## src/rtl/assert_macros.svh

```systemverilog
// Assertion macros for RTL files that carry checks.
`ifndef ASSERT_MACROS_SVH
`define ASSERT_MACROS_SVH

// Same-cycle implication, sampled on clk, masked while arst_n is low.
`define ASSERT_IMPL(lbl, ante, cons) \
	lbl: assert property (@(posedge clk) disable iff (!arst_n) (ante) |-> (cons)) \
		else $error("check failed");

// Next-cycle implication, sampled on clk, masked while arst_n is low.
`define ASSERT_NEXT(lbl, ante, cons) \
	lbl: assert property (@(posedge clk) disable iff (!arst_n) (ante) |=> (cons)) \
		else $error("check failed");

`endif

```

## src/rtl/sapq_pkg.sv

```systemverilog
// Types and constants shared by the sorted-array priority queue.
package sapq_pkg;

	localparam int QUEUE_DEPTH = 8;
	localparam int DATA_W      = 32;
	localparam int FILL_W      = 4;

	typedef enum logic {
		OP_ENQ = 1'b0,
		OP_DEQ = 1'b1
	} op_t;

	typedef enum logic [1:0] {
		ST_ENQ   = 2'd0,
		ST_DEQ   = 2'd1,
		ST_FULL  = 2'd2,
		ST_EMPTY = 2'd3
	} status_t;

	typedef struct packed {
		op_t                      operation;
		logic signed [DATA_W-1:0] item_value;
		logic signed [DATA_W-1:0] item_priority;
	} in_t;

	typedef struct packed {
		status_t                  status;
		logic signed [DATA_W-1:0] out_value;
		logic [FILL_W-1:0]        fill_count;
	} out_t;

	// controller -> datapath
	typedef struct packed {
		logic load;  // capture the input beat
		logic exec;  // apply the held item, load the result register
	} cmd_t;

endpackage

```

## src/rtl/sapq_ctrl.sv

```systemverilog
// Handshake controller: accepts a beat, schedules execution, owns out_valid.
module sapq_ctrl (
	input  logic            clk,
	input  logic            arst_n,
	input  logic            in_valid,
	output logic            in_ready,
	output logic            out_valid,
	input  logic            out_ready,
	output sapq_pkg::cmd_t  cmd
);

	typedef enum logic [1:0] {
		S_IDLE = 2'b01,
		S_EXEC = 2'b10
	} state_t;

	state_t state_q;
	state_t state_nxt;
	logic   out_valid_q;

	assign in_ready  = (state_q == S_IDLE);
	assign out_valid = out_valid_q;
	assign cmd.load  = in_valid && in_ready;
	// result register must be empty or draining this cycle
	assign cmd.exec  = (state_q == S_EXEC) && (!out_valid_q || out_ready);

	always_comb begin
		state_nxt = state_q;
		unique case (state_q)
			S_IDLE: begin
				if (cmd.load) begin
					state_nxt = S_EXEC;
				end
			end
			S_EXEC: begin
				if (cmd.exec) begin
					state_nxt = S_IDLE;
				end
			end
			default: begin
				state_nxt = S_IDLE;
			end
		endcase
	end

	always_ff @(posedge clk or negedge arst_n) begin
		if (!arst_n) begin
			state_q     <= S_IDLE;
			out_valid_q <= 1'b0;
		end else begin
			state_q <= state_nxt;
			if (cmd.exec) begin
				out_valid_q <= 1'b1;
			end else if (out_ready) begin
				out_valid_q <= 1'b0;
			end
		end
	end

endmodule

```

## src/rtl/sapq_dp.sv

```systemverilog
// Datapath: sorted cell array, entry count, input and result registers.
module sapq_dp #(
	parameter int Depth = sapq_pkg::QUEUE_DEPTH
) (
	input  logic           clk,
	input  logic           arst_n,
	input  sapq_pkg::cmd_t cmd,
	input  sapq_pkg::in_t  in_data,
	output sapq_pkg::out_t out_data
);

	localparam int CNT_W = $clog2(Depth + 1);
	localparam int IDX_W = $clog2(Depth);

	sapq_pkg::in_t  item_q;
	sapq_pkg::out_t res_q;
	sapq_pkg::out_t res_nxt;

	logic signed [sapq_pkg::DATA_W-1:0] val_q  [Depth];
	logic signed [sapq_pkg::DATA_W-1:0] prio_q [Depth];
	logic [CNT_W-1:0] count_q;
	logic [CNT_W-1:0] count_nxt;
	logic [CNT_W-1:0] cnt_m1;
	logic [IDX_W-1:0] tail_idx;

	logic [Depth-1:0] lt;       // occupied and lower priority than the new one
	logic [Depth-1:0] take_new; // cell receives the new entry
	logic             full;
	logic             empty;
	logic             do_enq;
	logic             do_deq;

	assign full     = (count_q == CNT_W'(Depth));
	assign empty    = (count_q == '0);
	assign cnt_m1   = count_q - CNT_W'(1);
	assign tail_idx = cnt_m1[IDX_W-1:0];
	assign do_enq   = cmd.exec && (item_q.operation == sapq_pkg::OP_ENQ) && !full;
	assign do_deq   = cmd.exec && (item_q.operation == sapq_pkg::OP_DEQ) && !empty;

	always_comb begin
		for (int i = 0; i < Depth; i++) begin
			lt[i] = (CNT_W'(i) < count_q) && (prio_q[i] < item_q.item_priority);
		end
		for (int i = 0; i < Depth; i++) begin
			if (i == 0) begin
				take_new[i] = lt[i] || (count_q == '0);
			end else begin
				take_new[i] = !lt[i-1] && (lt[i] || (CNT_W'(i) == count_q));
			end
		end
	end

	// every cell decides alone: shift from its neighbor, take new, or hold
	always_ff @(posedge clk) begin
		if (do_enq) begin
			for (int i = 0; i < Depth; i++) begin
				if (i > 0 && lt[(i > 0) ? i - 1 : 0]) begin
					val_q[i]  <= val_q[(i > 0) ? i - 1 : 0];
					prio_q[i] <= prio_q[(i > 0) ? i - 1 : 0];
				end else if (take_new[i]) begin
					val_q[i]  <= item_q.item_value;
					prio_q[i] <= item_q.item_priority;
				end
			end
		end
	end

	always_comb begin
		count_nxt         = count_q;
		res_nxt.out_value = '0;
		res_nxt.status    = sapq_pkg::ST_ENQ;
		unique case (item_q.operation)
			sapq_pkg::OP_ENQ: begin
				if (full) begin
					res_nxt.status = sapq_pkg::ST_FULL;
				end else begin
					res_nxt.status = sapq_pkg::ST_ENQ;
					count_nxt      = count_q + CNT_W'(1);
				end
			end
			sapq_pkg::OP_DEQ: begin
				if (empty) begin
					res_nxt.status = sapq_pkg::ST_EMPTY;
				end else begin
					res_nxt.status    = sapq_pkg::ST_DEQ;
					res_nxt.out_value = val_q[tail_idx];
					count_nxt         = cnt_m1;
				end
			end
			default: begin
				res_nxt.status = sapq_pkg::ST_ENQ;
			end
		endcase
		res_nxt.fill_count = sapq_pkg::FILL_W'(count_nxt);
	end

	always_ff @(posedge clk or negedge arst_n) begin
		if (!arst_n) begin
			count_q <= '0;
		end else if (do_enq || do_deq) begin
			count_q <= count_nxt;
		end
	end

	always_ff @(posedge clk) begin
		if (cmd.load) begin
			item_q <= in_data;
		end
		if (cmd.exec) begin
			res_q <= res_nxt;
		end
	end

	assign out_data = res_q;

endmodule

```

## src/rtl/sorted_array_priority_queue.sv

```systemverilog
// Top level of the sorted-array priority queue: controller plus cell datapath.
//
//   channel  dir  handshake              payload
//   in       in   in_valid / in_ready    in_data  (operation, item_value, item_priority)
//   out      out  out_valid / out_ready  out_data (status, out_value, fill_count)
//
// Each beat is captured first, then all cells update at once; input waits meanwhile.
// The update waits while an unread result sits in the output register; the next
// input beat is still taken while that result waits.
// arst_n clears the count and handshake state; cell contents are left as is.
// Only slots below the count are ever read, so stale cells never show up.
`include "assert_macros.svh"

module sorted_array_priority_queue #(
	parameter int QueueDepth = sapq_pkg::QUEUE_DEPTH
) (
	input  logic           clk,
	input  logic           arst_n,
	input  logic           in_valid,
	output logic           in_ready,
	input  sapq_pkg::in_t  in_data,
	output logic           out_valid,
	input  logic           out_ready,
	output sapq_pkg::out_t out_data
);

	sapq_pkg::cmd_t cmd;

	// Controller: one item in flight, result register acts as the skid stage.
	sapq_ctrl u_ctrl (
		.clk       (clk),
		.arst_n    (arst_n),
		.in_valid  (in_valid),
		.in_ready  (in_ready),
		.out_valid (out_valid),
		.out_ready (out_ready),
		.cmd       (cmd)
	);

	// Datapath: each cell compares its priority with the new one in parallel,
	// lower entries move one slot toward the tail, the tail is read on dequeue.
	sapq_dp #(
		.Depth (QueueDepth)
	) u_dp (
		.clk      (clk),
		.arst_n   (arst_n),
		.cmd      (cmd),
		.in_data  (in_data),
		.out_data (out_data)
	);

	// a captured beat blocks the input until it has executed
	`ASSERT_NEXT(a_one_in_flight, in_valid && in_ready, !in_ready)
	// a rejected dequeue can only come from an empty queue
	`ASSERT_IMPL(a_empty_fill, out_valid && out_data.status == sapq_pkg::ST_EMPTY,
		out_data.fill_count == '0)
	// a rejected enqueue reports a full queue
	`ASSERT_IMPL(a_full_fill, out_valid && out_data.status == sapq_pkg::ST_FULL,
		out_data.fill_count == sapq_pkg::FILL_W'(QueueDepth))

endmodule

```

## config.mk

```make
export PLATFORM = sky130hd
export DESIGN_NAME = sorted_array_priority_queue
export DESIGN_NICKNAME = d
export VERILOG_FILES = /design/src/rtl/sapq_pkg.sv /design/src/rtl/sapq_ctrl.sv /design/src/rtl/sapq_dp.sv /design/src/rtl/sorted_array_priority_queue.sv
export VERILOG_INCLUDE_DIRS = /design/src /design/src/rtl
export SDC_FILE = /design/constraint.sdc
export NUM_CORES = 1
export LEC_CHECK = 0
export ABC_AREA = 0
export BUFFER_PORTS_ARGS = -buffer_cell sky130_fd_sc_hd__buf_2
export CAP_MARGIN = 15
export CORE_ASPECT_RATIO = 0.5
export CORE_MARGIN = 1.5
export CORE_UTILIZATION = 55
export CTS_CLUSTER_SIZE = 28
export DETAILED_ROUTE_END_ITERATION = 8
export GPL_ROUTABILITY_DRIVEN = 0
export PLACE_DENSITY = 0.75
export SETUP_SLACK_MARGIN = 0.4
export SLEW_MARGIN = 20
export SYNTH_ARGS = -nofsm -noshare
export SYNTH_HDL_FRONTEND = slang
export SYNTH_SLANG_ARGS = --single-unit
```

## constraint.sdc

```tcl
create_clock -name clk -period 8.14 [get_ports clk]
set_input_delay 0.407 -clock clk [delete_from_list [all_inputs] [get_ports clk]]
set_output_delay 0.407 -clock clk [all_outputs]
set_load 0.03 [all_outputs]
```

==> results.toml <==
[synthesis]
netlist_area_um2 = 32500
ys_ff_latch = 622
yosysWarningCount = 0
synth_cell_type_count = 59
netlist_instances = 2097
synth-seq-area-share_pct = 57.4
ys.flop_type = "edfxtp_1"
synthArstFlopShare_pct = 1.13
synth_edf_count = 615
syn_area_per_cell_um2 = 15.5
synth_nets = 2418

[cells_and_area]
instances_no_fill = 3088
drive_above_1_share_pct = 30.3
nets = 2596
final_area_um2 = 36200
syn_to_final_growth_pct = 11.5
antennaDiodeCount = 0

[timing]
fmax_ghz = 0.195
period_share_pct = 62.9
post-route-min-period_ns = 5.12
skew_ns = 0.0141
setup_viol = 0
tns_ns = 0
relSlewSlack_pct = 28.8
hold_violations = 0
rsz0062_at_grt = "no"
tightest_slew_ns = 1.07
timing.final.ws_setup_ns = 3.02
drv_slew = 0

[power]
p_int_mw = 5.95
power_frac_clock_pct = 32.6
pwr-share-comb_pct = 21.1
powerDensity_nw_per_um2 = 229
seqPwrFrac_pct = 46.3
power.total_mw = 8.29
switching_share_pct = 28.2
leakagePower_nw = 13.3
p_switching_mw = 2.34
peakVddDrop_uv = 267

[job]
drv_cap = 0

[floorplanning]
initial_utilization_pct = 56.2
fp.dieH_um = 175
num_rows = 62
core_area_um2 = 57900
die-area_um2 = 60600
io_pins = 109
dieWidth_um = 347

[worst_setup_path]
cp_num_buf_inv = 2
r2r-start = "u_dp.item_q[31]$_DFFE_PP_"
endpoint_kind = "flip-flop"
critPathTopFamily = "simple AND/OR/NAND/NOR gates"
slowest_stage = "buf_4"
worstPathMaxFanout = 49
cp-startpoint = "u_dp.item_q[31]$_DFFE_PP_"
crit_type = "reg -> reg"
crit_chain = "inv_1 > ha_1 > nand4_1 > nor4_1 > nand2_1 > a21oi_1 > nor2_1 > xnor2_1 > a22oi_1 > a21oi_4 > buf_4"
worstPathRequired_ns = 8.39
cp.arrival_ns = 5.37
worstSetupStartpointType = "flip-flop"
critical-path-max-stage-delay_ns = 0.76

[worst_hold_path]
min-delay-start = "out_ready"
hp-class = "in -> reg"

[grt]
antenna_found_initial = 0
grt_use_total_pct = 26.0
first_global_vias = 19600
grt_pass1_wl_mm = 120
grt_max_degree = 52
overflow = 0

[route]
ant_nets = 0
num_vias = 19500
drcViolationCount = 0
drt-total-wl_mm = 78.4
avgViaCountPerCell = 6.32
routed_wire_length_per_instance_um = 25.4
initialDrtViolationCount = 1986
drt_first_pass_iters = 9

[clock_network]
clk_pin_slew_ns = 0.07
cts_buffer_depth = 3
h-tree-depth = 2
clk_latency_ns = 0.63
clock-sinks = 622
cts.repair_timing.setup_buffer_count = 0
numCtsBuffers = 55
root_buffer = "clkbuf_16"
tritoncts = "built"

[placed_design]
portBuffers = 108
dp_cells = 2919
dp_slack_ns = 3.03
placed_cell_area_um2 = 33700
dp_hpwl_mm = 49.3

[status]
outcome = "finished, final reports clean"
## kinds of logic after synthesis
group	Yosys count	share of synthesized area [%]
simple gates	282	4.42
compound gates	261	4.74
buf+inv	158	2.80
mux	516	20.8
flops	622	57.4
fa+ha+maj	252	9.70
xor+xnor	6	0.162
## sequential cells by signal, indices dropped and copies added (netlist names)
register / flops
u_ctrl.state_q: 2
u_ctrl.out_valid: 1
u_dp.out_data: 38
u_dp.val_q: 256
u_dp.count_q: 4
u_dp.item_q: 65
u_dp.prio_q: 256
## metal layers
metal	vias up	routed length, um	global-route usage (%)
met3	128	5230	3.46
met1	9955	35000	38.0
met4	0	1780	6.47
met5	-	0	0
li1	8701	-	-
met2	737	36400	41.6
## what timing repair did
action                                 CTS  global route
endpoints found under the hold margin   71             1
hold buffers                            65             1
gates resized for setup                  0             0
## worst register-to-register path, stage by stage, from the launching register on
cell and delay [ns]:
edfxtp_1 0.51, inv_1 0.23, ha_1 0.45, nand4_1 0.21
nor4_1 0.66, nand2_1 0.18, a21oi_1 0.29, nor2_1 0.11
xnor2_1 0.35, a22oi_1 0.19, a21oi_4 0.68, buf_4 0.76
## placed cells by master (no fill, tap or decap), drive strengths merged, types with 6 or more instances in the layout
cell           n
mux4          64
bufinv         6
dfrtp          6
nand2b        10
nand4         36
nor3          16
clkbuf        70
a21o          16
nor3b          9
inv           80
a211oi         8
or3            6
clkinv        21
nand3         57
a221oi         8
nand2         75
buf          137
a21oi        105
nor4           9
and4           9
o21ai         78
ha           252
nor2b          7
edfxtp       615
nor2          38
mux2         451
dlygate4sd3   66
xnor2          6
a31oi          8
## power groups by stage
stage | Combinational [mW] | Clock [mW] | Sequential (mW)
floorplan | 1.26 | 0 | 3.86
global placement | 1.69 | 0 | 3.90
detailed placement | 1.72 | 0 | 3.91
CTS | 1.75 | 2.73 | 3.84
global route | 1.89 | 2.86 | 3.86
finish | 1.75 | 2.70 | 3.84
## final timing paths
check	end	slack, ns	cells past startpoint
min reg2reg	u_dp.val_q[6][21]$_DFFE_PP_	0.55	1
min	u_ctrl.out_valid$_DFFE_PN0P_	0.09	3
max in group asynchronous	u_ctrl.state_q[0]$_DFFE_PN1P_	7.71	2
max	u_dp.val_q[1][15]$_DFFE_PP_	3.02	11
min in group asynchronous	u_dp.count_q[1]$_DFFE_PN0P_	0.17	2
max reg2reg	u_dp.val_q[1][15]$_DFFE_PP_	3.02	11
## cell usage after synthesis, types with 7 or more instances
master / n / area, um^2
mux4_2: 64 / 1440
and4_1: 9 / 78.8
nor3b_1: 9 / 67.6
nor2_1: 38 / 143
inv_1: 76 / 285
mux2_4: 61 / 916
buf_1: 8 / 30.0
ha_1: 252 / 3150
nand3_1: 57 / 285
buf_6: 26 / 293
a31oi_1: 8 / 50.1
nand2b_1: 10 / 62.6
a211oi_1: 8 / 60.1
a21oi_1: 105 / 526
edfxtp_1: 615 / 18500
a21o_1: 16 / 120
clkbuf_1: 24 / 90.1
nand4_1: 36 / 225
mux2_2: 340 / 3830
mux2_1: 50 / 563
o21ai_0: 75 / 375
nand2_1: 75 / 282
nor3_1: 16 / 80.1
buf_2: 17 / 85.1
nor4_1: 9 / 56.3
a221oi_1: 8 / 70.1
nor2b_1: 7 / 43.8
## area by class of cell
class                   instances  area, um^2
clock buffers                  70        1470
clock inverters                32         340
fillers                      4253       21600
inverters                      76         285
multi-input cells            1317       13100
flip-flops and latches        622       18600
well taps                     768         961
repair buffers                203        1440
## stage by stage
stage          utilization (%)  hold WS (ns)
6_report                  62.6        0.0947
5_1_grt                   62.6         0.102
2_1_floorplan                -         0.111
3_3_place_gp              58.3         0.269
4_1_cts                   62.6        0.0134
3_5_place_dp              58.3         0.275
Power figures use the tool's default switching activity.
